### src/hdl/mcd_pkg.sv
// Shared constants, register codes and digit decode functions for the display clock.
package mcd_pkg;

    // Configuration port geometry
    localparam int CFG_WIDTH     = 10;
    localparam int CFG_IDX_WIDTH = 2;
    localparam int NUM_TIMERS    = 4;

    // Default countdown width
    localparam int COUNT_WIDTH_DEF = 10;

    // Register indexes on the configuration port
    typedef enum logic [CFG_IDX_WIDTH-1:0] {
        CFG_SCAN      = 2'd0,
        CFG_DOT       = 2'd1,
        CFG_HEARTBEAT = 2'd2,
        CFG_SECOND    = 2'd3
    } t_cfg_reg;

    // Period reset values, in register order
    localparam int SCAN_PERIOD_RST      = 25;
    localparam int DOT_PERIOD_RST       = 75;
    localparam int HEARTBEAT_PERIOD_RST = 50;
    localparam int SECOND_PERIOD_RST    = 100;

    // Field widths
    localparam int HOURS_WIDTH   = 5;
    localparam int MINUTES_WIDTH = 6;
    localparam int SECONDS_WIDTH = 6;
    localparam int DIGITS        = 4;
    localparam int SEG_WIDTH     = 7;

    // Time limits and reset time
    localparam int SECONDS_PER_MIN = 60;
    localparam int MINUTES_PER_HR  = 60;
    localparam int HOURS_PER_DAY   = 24;
    localparam int SECONDS_RST     = 50;
    localparam int MINUTES_RST     = 8;
    localparam int HOURS_RST       = 15;

    // Digit positions of HH:MM
    typedef enum logic [1:0] {
        DIG_HOURS_TENS = 2'd0,
        DIG_HOURS_UNIT = 2'd1,
        DIG_MINS_TENS  = 2'd2,
        DIG_MINS_UNIT  = 2'd3
    } t_digit;

    // Tens digit of a value below 60 by a compare chain
    function automatic logic [3:0] tens_of(input logic [5:0] v);
        logic [3:0] t;
        if (v >= 6'd50) begin
            t = 4'd5;
        end else if (v >= 6'd40) begin
            t = 4'd4;
        end else if (v >= 6'd30) begin
            t = 4'd3;
        end else if (v >= 6'd20) begin
            t = 4'd2;
        end else if (v >= 6'd10) begin
            t = 4'd1;
        end else begin
            t = 4'd0;
        end
        return t;
    endfunction

    // Units digit: value minus ten times its tens digit
    function automatic logic [3:0] units_of(input logic [5:0] v);
        logic [6:0] tx10;
        logic [5:0] u;
        tx10 = 7'(tens_of(v)) * 7'd10;
        u    = v - tx10[5:0];
        return u[3:0];
    endfunction

    // Active-low segment pattern, bit 0 = a .. bit 6 = g; non-digits light g only
    function automatic logic [SEG_WIDTH-1:0] seg_n_of(input logic [3:0] d);
        logic [SEG_WIDTH-1:0] on;
        case (d)
            4'd0:    on = 7'h3F;
            4'd1:    on = 7'h06;
            4'd2:    on = 7'h5B;
            4'd3:    on = 7'h4F;
            4'd4:    on = 7'h66;
            4'd5:    on = 7'h6D;
            4'd6:    on = 7'h7D;
            4'd7:    on = 7'h07;
            4'd8:    on = 7'h7F;
            4'd9:    on = 7'h6F;
            default: on = 7'h40;
        endcase
        return ~on;
    endfunction

endpackage

### src/hdl/mcd_countdown.sv
// Reloading countdown with its period register; fires when it has run out.
module mcd_countdown
    import mcd_pkg::*;
#(
    parameter int COUNT_WIDTH = COUNT_WIDTH_DEF,
    parameter int RESET_VAL   = SCAN_PERIOD_RST
) (
    input  logic                 i_clk,
    input  logic                 i_rst_n,
    input  logic                 i_load,
    input  logic [CFG_WIDTH-1:0] i_load_val,
    input  logic                 i_step,
    output logic                 o_fire
);

    logic [COUNT_WIDTH-1:0] r_period, n_period;
    logic [COUNT_WIDTH-1:0] r_count,  n_count;

    // A count of one or zero has run out
    assign o_fire = (r_count <= COUNT_WIDTH'(1));

    // Load from the config port, else count down or reload on a tick
    always_comb begin
        n_period = r_period;
        n_count  = r_count;
        if (i_load) begin
            n_period = COUNT_WIDTH'(i_load_val);
            n_count  = COUNT_WIDTH'(i_load_val);
        end else if (i_step) begin
            n_count = o_fire ? r_period : r_count - COUNT_WIDTH'(1);
        end
    end

    always_ff @(posedge i_clk) begin
        if (!i_rst_n) begin
            r_period <= COUNT_WIDTH'(RESET_VAL);
            r_count  <= COUNT_WIDTH'(RESET_VAL);
        end else begin
            r_period <= n_period;
            r_count  <= n_count;
        end
    end

endmodule
### config.mk
export PLATFORM = sky130hd
export DESIGN_NAME = mcd_countdown
export DESIGN_NICKNAME = d
export VERILOG_FILES = /design/src/hdl/mcd_pkg.sv /design/src/hdl/mcd_countdown.sv
export SDC_FILE = /design/constraint.sdc
export NUM_CORES = 1
export LEC_CHECK = 0
export ABC_AREA = 1
export BUFFER_PORTS_ARGS = -buffer_cell sky130_fd_sc_hd__buf_2
export CORE_ASPECT_RATIO = 1.4
export CORE_UTILIZATION = 35
export DETAILED_ROUTE_END_ITERATION = 7
export SETUP_SLACK_MARGIN = 0.4
export SYNTH_ARGS = -nofsm -noshare
export SYNTH_HDL_FRONTEND = slang
export SYNTH_SLANG_ARGS = --single-unit
### constraint.sdc
create_clock -name i_clk -period 1.65 [get_ports i_clk]
set_input_delay 0.33 -clock i_clk [delete_from_list [all_inputs] [get_ports i_clk]]
set_output_delay 0.33 -clock i_clk [all_outputs]
set_load 0.03 [all_outputs]
==> reports/results.md, run 1 <==
| Item | This run | Unit |
|:---|:---|:---|
| Outcome | complete, no violations | - |
| Worst r2r src | r_count[0]$_SDFFE_PN1P_ | - |
| Number of port buffers | 14 | - |
| Clock transition at the registers of the reported paths | 0.07 | ns |
| Die H | 68.40 | µm |
| Reg2Reg Depth | 12 | - |
| Worst min path class | in -> reg | - |
| Routed wire length | 3.129 | mm |
| Count of endpoints failing setup in the final report | 0 | - |
| Count of final hold-check violations | 0 | - |
| Layout filler cell count | 313 | - |
| Endpoint class of the critical path | primary output | - |
| Detailed placement HPWL | 2.052 | mm |
| Transition at the pin with the smallest max-transition slack | 0.4195 | ns |
| Number of enable flip-flop cells after synthesis | 0 | - |
| Period utilisation layout | 0.9845 | - |
| Power per cell area | 816.2 | nW/µm² |
| Number of antenna violations at the first check in global routing | 0 | - |
| CTS Root Buffer Type | clkbuf_8 | - |
| Setup slack on the worst flop-to-flop path | 0.11 | ns |
| H-tree depth reported by CTS | 1 | - |
| Number of library cell types mapped by synthesis | 23 | - |
| Number of cells traversed by the worst hold path | 3 | - |
| Remaining antenna violation count | 0 | - |
| Final slew viol count | 0 | - |
| Reg2Reg Capture Point | r_count[1]$_SDFFE_PN0P_ | - |
| Nets | 209 | - |
| Worst-skew pair later-pin latency | 0.26 | ns |
| Crit start category | flip-flop | - |
| Std cell rows | 23 | - |
| Worst min-delay path startpoint | i_load_val[3] | - |
| Clock network fraction of design power | 0.290 | - |
| Post-Synthesis Cells | 168 | - |
| Fraction of registers with async set/reset | 0 | - |
| Num ports | 15 | - |
| Leak | 0.5960 | nW |
| Wire length of the first global-routing pass | 4.988 | mm |
| Mean instance size in the synthesized netlist | 6.561 | µm² |
| Gate power share | 0.218 | - |
| Period minus WS final | 1.624 | ns |
| Switching power share of the total | 0.2984 | - |
| Area growth syn-to-layout | 24.52 | % |
| CTS tree | done | - |
| Max Clock Skew | 0.001114 | ns |
| Unrepaired setup endpoints after global routing | true | - |
| Fmax | 615.6 | MHz |
| First-pass iteration count of the detailed router | 4 | - |
| Largest net degree at the start of global routing | 15 | - |
| Vias in the first global route | 1,112 | - |
| CTS Hold Buffers Added | 0 | - |
| Number of clock buffers inserted by TritonCTS | 3 | - |
| Average wire per standard cell | 13.72 | µm |
| Endpoint, Worst Hold | r_period[3]$_SDFFE_PN1P_ | - |
| Most instantiated flip-flop cell in the synthesis netlist | dfxtp_1 | - |
| Proportion of layout cells with a drive suffix above 1 | 0.2408 | - |
| Class of the most critical setup path | reg -> out | - |
| Vias per cell | 5.154 | - |
| Max FO, Critical Path | 4 | - |
| Required time reported for the critical path endpoint | 1.32 | ns |
| Via count | 1,175 | - |
| DIE AREA | 3381 | µm² |
| N_diodes | 0 | - |
| Pint | 0.0007860 | W |
| Overall track demand over capacity in global routing | 0.1995 | - |
| P_sw | 0.0003343 | W |
| DRC violation count after routing | 0 | - |
| Post-route setup TNS | 0 | ns |
| Final estimated routing congestion in global placement | 0.8828 | - |
| Number of warning messages in the yosys log | 0 | - |
| Post-Synthesis Net Count | 184 | - |
| Total of flip-flops plus latches after synthesis | 20 | - |
| Worst slew margin | 0.7200 | - |
| Remaining Overflow, GRT | 0 | - |
| Seq/Total Area, Yosys | 0.3632 | - |
| Maximum number of buffers from clock root to sink | 2 | - |
| Clock Sinks | 20 | - |
| Post-Synthesis Cell Area | 1102 | µm² |
| Die boundary width | 49.43 | µm |
| Effective utilization at floorplan | 0.3755 | - |
| Violation count after the first detailed-route iteration | 47 | - |
| Critical path data arrival time | 1.29 | ns |
| Overall power of the completed layout | 0.001120 | W |
| Maximum vdd ir drop | 0.3356 | mV |
| Count of maximum capacitance violations | 0 | - |
| Relative contribution of sequential cells to total power | 0.492 | - |
| Core Area | 2935 | µm² |
[metal layers]
layer	global-route usage	routed length, µm	vias up
met5	0	0	-
met4	0.1000	94	0
met3	0.02000	104	11
met2	0.3682	1634	35
met1	0.2292	1296	533
li1	-	-	596
[layout make-up]
class	count	area (µm²)	share of cell area
Timing Repair Buffer	27	181.4	0.1322
Tap cell	37	46.29	0.03373
Inverter	12	52.55	0.03829
Multi-Input combinational cell	129	645.6	0.4704
Clock buffer	3	41.29	0.03008
Sequential cell	20	405.4	0.2954
[worst max path at each step]
stage                             from                      end  slack (ns)  cells after the start
3_5_place_dp   r_count[0]$_SDFFE_PN1P_  r_count[1]$_SDFFE_PN0P_        0.17                     11
6_report       r_count[0]$_SDFFE_PN1P_                   o_fire        0.03                      7
3_3_place_gp   r_count[0]$_SDFFE_PN1P_                   o_fire        0.20                      7
4_1_cts        r_count[0]$_SDFFE_PN1P_                   o_fire        0.09                      7
5_1_grt        r_count[0]$_SDFFE_PN1P_                   o_fire       -0.02                      7
2_1_floorplan  r_count[0]$_SDFFE_PN1P_                   o_fire        0.31                      7
[placed cells by master, fill, tap and decap left out]
| cell type | n |
|---|---|
| a21boi_0 | 1 |
| a21oi_1 | 24 |
| buf_2 | 13 |
| buf_4 | 11 |
| buf_6 | 3 |
| clkbuf_8 | 3 |
| clkinv_1 | 1 |
| dfxtp_1 | 18 |
| dfxtp_2 | 1 |
| dfxtp_4 | 1 |
| ha_4 | 2 |
| inv_1 | 7 |
| inv_2 | 1 |
| inv_4 | 3 |
| nand2_1 | 46 |
| nand2_2 | 2 |
| nand3_1 | 12 |
| nand3_2 | 2 |
| nand3b_1 | 1 |
| nor2_1 | 13 |
| nor2_2 | 3 |
| nor2_4 | 1 |
| o211ai_1 | 1 |
| o21ai_0 | 12 |
| o21ai_1 | 8 |
| xnor2_1 | 1 |
[cells by family (layout without fill, tap and decap cells)]
logic type / after synthesis / in the layout / synth area share
and+or+nand+nor: 80 / 80 / 0.3144
AOI/OAI and AO/OA: 46 / 46 / 0.2134
DFF: 20 / 20 / 0.3632
buffers and inverters: 19 / 42 / 0.07832
adders and majority gates: 2 / 2 / 0.02270
xor gates and xnor gates: 1 / 1 / 0.007947
[repair_timing]
action,CTS,global route
pin swaps,2,2
resized for setup,15,6
cloned,1,0
setup buffers,5,1
setup endpoints to repair,11,11
[critical path, stage by stage (launching register included)]
cell and delay, ns:
dfxtp_4 0.38, inv_4 0.06, ha_4 0.14, inv_4 0.03, nand2_2 0.05, nand3_2 0.09, nor2_4 0.14, buf_6 0.14
[state kept, by name, summed over array words and instances, names as in the netlist]
| signal | cells |
|---|---|
| r_count | 10 |
| r_period | 10 |
[power groups by stage]
| stage | combinational, W | sequential (W) | clock (W) |
|---|---|---|---|
| 2_1_floorplan | 0.000154 | 0.000550 | 0 |
| 3_3_place_gp | 0.000207 | 0.000557 | 0 |
| 3_5_place_dp | 0.000212 | 0.000557 | 0 |
| 4_1_cts | 0.000233 | 0.000546 | 0.000328 |
| 5_1_grt | 0.000277 | 0.000555 | 0.000344 |
| 6_report | 0.000244 | 0.000551 | 0.000325 |
[stage by stage]
step                  util  worst slack [ns]  hold slack, ns  instances  cell area [µm²]
floorplan                -            0.3079          0.4236        168             1116
global route        0.4676          -0.02378          0.3307        228             1373
finish              0.4676           0.02556          0.3143        228             1373
detailed placement  0.4211            0.1712          0.4651        218             1236
CTS                 0.4574           0.08548          0.3080        227             1343
global placement    0.4211            0.2042          0.4426        218             1236
[synthesized netlist by cell type, types with 2 or more instances]
| master | count | area [µm²] |
|---|---|---|
| clkbuf_1 | 2 | 7.510 |
| nor2_1 | 14 | 52.55 |
| o21ai_0 | 19 | 95.09 |
| inv_1 | 10 | 37.54 |
| nor2_2 | 2 | 12.51 |
| a21oi_1 | 24 | 120.1 |
| buf_2 | 3 | 15.01 |
| nand3_2 | 2 | 20.02 |
| nand3_1 | 12 | 60.06 |
| ha_1 | 2 | 25.02 |
| nand2_1 | 47 | 176.4 |
| dfxtp_1 | 20 | 400.4 |
Note: power is estimated with default switching activity, not from simulation.
==> run 2, diff against run 1 <==
--- a/config.mk
+++ b/config.mk
@@ -8,8 +8,9 @@
 export ABC_AREA = 1
 export BUFFER_PORTS_ARGS = -buffer_cell sky130_fd_sc_hd__buf_2
 export CORE_ASPECT_RATIO = 1.4
-export CORE_UTILIZATION = 35
+export CORE_UTILIZATION = 55
 export DETAILED_ROUTE_END_ITERATION = 7
+export PLACE_DENSITY = 0.77
 export SETUP_SLACK_MARGIN = 0.4
 export SYNTH_ARGS = -nofsm -noshare
 export SYNTH_HDL_FRONTEND = slang
==> reports/results.md, run 2 (synthesized netlist as in run 1, its figures left out) <==
| Item | This run | Unit | Change |
|:---|:---|:---|:---|
| Reg2Reg Depth | 12 | - | unchanged |
| Largest net degree at the start of global routing | 26 | - | was 15 |
| Switching power share of the total | 0.3110 | - | was 0.2984 |
| Reg2Reg Capture Point | r_count[1]$_SDFFE_PN0P_ | - | unchanged |
| Number of clock buffers inserted by TritonCTS | 3 | - | unchanged |
| Clock transition at the registers of the reported paths | 0.11 | ns | was 0.07 ns |
| Endpoint class of the critical path | primary output | - | unchanged |
| Number of antenna violations at the first check in global routing | 0 | - | unchanged |
| Num ports | 15 | - | unchanged |
| Critical path data arrival time | 1.32 | ns | was 1.29 ns |
| Final cell utilization of the core | 0.7353 | - | was 0.4676 |
| Final slew viol count | 0 | - | unchanged |
| Fmax | 605.9 | MHz | was 615.6 MHz |
| Worst slew margin | 0.7409 | - | was 0.7200 |
| Maximum number of buffers from clock root to sink | 2 | - | unchanged |
| Final estimated routing congestion in global placement | 0.8852 | - | was 0.8828 |
| CTS Root Buffer Type | clkbuf_4 | - | was clkbuf_8 |
| Routed wire length | 2.747 | mm | was 3.129 mm |
| Detailed placement HPWL | 1.801 | mm | was 2.052 mm |
| Clock network fraction of design power | 0.229 | - | was 0.290 |
| Crit start category | flip-flop | - | unchanged |
| Worst-skew pair later-pin latency | 0.31 | ns | was 0.26 ns |
| P_sw | 0.0003208 | W | was 0.0003343 W |
| H-tree depth reported by CTS | 1 | - | unchanged |
| Largest registers | r_count (10), r_period (10) | - | unchanged |
| Required time reported for the critical path endpoint | 1.32 | ns | about the same |
| Global-route track usage on met1 | 0.2943 | - | was 0.2292 |
| Period minus WS final | 1.650 | ns | was 1.624 ns |
| Wire length of the first global-routing pass | 4.174 | mm | was 4.988 mm |
| CTS tree | done | - | unchanged |
| Gate power share | 0.239 | - | was 0.218 |
| Overall track demand over capacity in global routing | 0.2805 | - | was 0.1995 |
| Max Clock Skew | 0.008000 | ns | was 0.001114 ns |
| Power per cell area | 769.0 | nW/µm² | was 816.2 nW/µm² |
| Vias per cell | 5.557 | - | was 5.154 |
| Met2 layer usage reported by global route | 0.5273 | - | was 0.3682 |
| DRC violation count after routing | 0 | - | unchanged |
| Std cell rows | 18 | - | was 23 |
| Via count | 1,167 | - | was 1,175 |
| N_diodes | 0 | - | unchanged |
| Core Area | 1824 | µm² | was 2935 µm² |
| Endpoint, Worst Hold | r_period[4]$_SDFFE_PN1P_ | - | was r_period[3]$_SDFFE_PN1P_ |
| Worst path setup slack after routing | -0.0003426 | ns | was 0.02556 ns |
| Pint | 0.0007106 | W | was 0.0007860 W |
| Nets | 208 | - | was 209 |
| Violation count after the first detailed-route iteration | 16 | - | was 47 |
| Die H | 54.97 | µm | was 68.40 µm |
| Area growth syn-to-layout | 21.68 | % | was 24.52% |
| Number of port buffers | 14 | - | unchanged |
| Proportion of layout cells with a drive suffix above 1 | 0.2526 | - | was 0.2408 |
| Clock Sinks | 20 | - | unchanged |
| Most utilized layer in the global route result | met2 | - | unchanged |
| Outcome | complete, but fails checks | - | was complete, no violations |
| Worst min path class | in -> reg | - | unchanged |
| Fin area | 1341 | µm² | was 1373 µm² |
| Count of final hold-check violations | 0 | - | unchanged |
| Most used cells in the layout excluding fill and tap cells | nand2_1 (46), a21oi_1 (24), dfxtp_1 (18), nor2_1 (13), buf_2 (13) | - | unchanged |
| DIE AREA | 2190 | µm² | was 3381 µm² |
| Class of the most critical setup path | reg -> out | - | unchanged |
| Effective utilization at floorplan | 0.6043 | - | was 0.3755 |
| Remaining Overflow, GRT | 0 | - | unchanged |
| Leak | 0.5864 | nW | was 0.5960 nW |
| Unrepaired setup endpoints after global routing | true | - | unchanged |
| Maximum vdd ir drop | 0.6797 | mV | was 0.3356 mV |
| Worst min-delay path startpoint | i_load_val[4] | - | was i_load_val[3] |
| Die boundary width | 39.84 | µm | was 49.43 µm |
| Violations in the final reports | negative setup slack | - |  |
| Count of endpoints failing setup in the final report | 1 | - | was 0 |
| Most common cell after layout, fill and taps aside | nand2_1 | - | unchanged |
| Transition at the pin with the smallest max-transition slack | 0.3882 | ns | was 0.4195 ns |
| Count of maximum capacitance violations | 0 | - | unchanged |
| Period utilisation layout | 1.000 | - | was 0.9845 |
| Number of cells traversed by the worst hold path | 3 | - | unchanged |
| Setup slack on the worst flop-to-flop path | 0.12 | ns | was 0.11 ns |
| Met3 track utilization from global routing | 0.03200 | - | was 0.02000 |
| Remaining antenna violation count | 0 | - | unchanged |
| First-pass iteration count of the detailed router | 4 | - | unchanged |
| Max FO, Critical Path | 3 | - | was 4 |
| Relative contribution of sequential cells to total power | 0.533 | - | was 0.492 |
| Vias in the first global route | 1,013 | - | was 1,112 |
| Cell Area, Placed | 1200 | µm² | was 1236 µm² |
| Worst r2r src | r_count[0]$_SDFFE_PN1P_ | - | unchanged |
| Average wire per standard cell | 13.08 | µm | was 13.72 µm |
run 2: cell count changes in the layout (fill, tap and decap cells not counted), sizes merged:
| cell | previous run | this run |
|---|---|---|
| buf | 27 | 26 |
run 2: worst max-delay path by stage:
stage / start / to / slack (ns) / cells after the start
global route: r_count[0]$_SDFFE_PN1P_ / o_fire / -0.07 / 7
finish: r_count[0]$_SDFFE_PN1P_ / o_fire / -0.0003 / 7
detailed placement: r_count[0]$_SDFFE_PN1P_ / r_count[1]$_SDFFE_PN0P_ / 0.20 / 11
global placement: r_count[0]$_SDFFE_PN1P_ / o_fire / 0.23 / 7
floorplan: r_count[0]$_SDFFE_PN1P_ / o_fire / 0.31 / 7
CTS: r_count[0]$_SDFFE_PN1P_ / o_fire / 0.03 / 7
run 2: power by group through the flow:
stage	clock, W	sequential [W]	combinational, W
finish	0.000236	0.000550	0.000246
global route	0.000259	0.000554	0.000275
CTS	0.000243	0.000546	0.000227
detailed placement	0	0.000557	0.000203
global placement	0	0.000556	0.000200
floorplan	0	0.000550	0.000154
run 2: what timing repair did:
action / in CTS / in global routing
hold buffers: 0 / 0
gates resized for setup: 14 / 9
pin swaps: 4 / 3
cloned: 0 / 0
setup endpoints to repair: 11 / 11
setup buffers: 6 / 2
hold endpoints to repair: 0 / 0
run 2: critical path, cell delays in order (launching register included):
cell and delay (ns):
dfxtp_4 0.39, inv_4 0.07, ha_4 0.12, inv_2 0.04, nand2_2 0.06, nand3_4 0.07
nor2_4 0.13, buf_6 0.14
run 2: stage by stage:
| stage | setup slack [ns] | instances | power [W] | setup TNS, ns | hold slack [ns] |
|---|---|---|---|---|---|
| 2_1_floorplan | 0.3079 | 168 | 0.0007041 | 0 | 0.4236 |
| 3_3_place_gp | 0.2349 | 199 | 0.0007552 | 0 | 0.4337 |
| 3_5_place_dp | 0.2020 | 199 | 0.0007599 | 0 | 0.4591 |
| 4_1_cts | 0.03050 | 208 | 0.001016 | 0 | 0.2510 |
| 5_1_grt | -0.06862 | 210 | 0.001088 | -0.06862 | 0.2517 |
| 6_report | -0.0003426 | 210 | 0.001031 | -0.0003426 | 0.2417 |
run 2: metal layers:
layer / up-vias / wire length, µm
li1: 603 / -
met1: 526 / 1097
met2: 31 / 1499
met3: 7 / 84
met4: 0 / 65
met5: - / 0
run 2: area by class of cell:
type,instances,area (µm²)
Clock buffer,3,22.52
Timing Repair Buffer,26,173.9
Sequential cell,20,405.4
Fill cell,166,483.0
Tap cell,20,25.02
Inverter,12,50.05
Multi-Input combinational cell,129,664.4
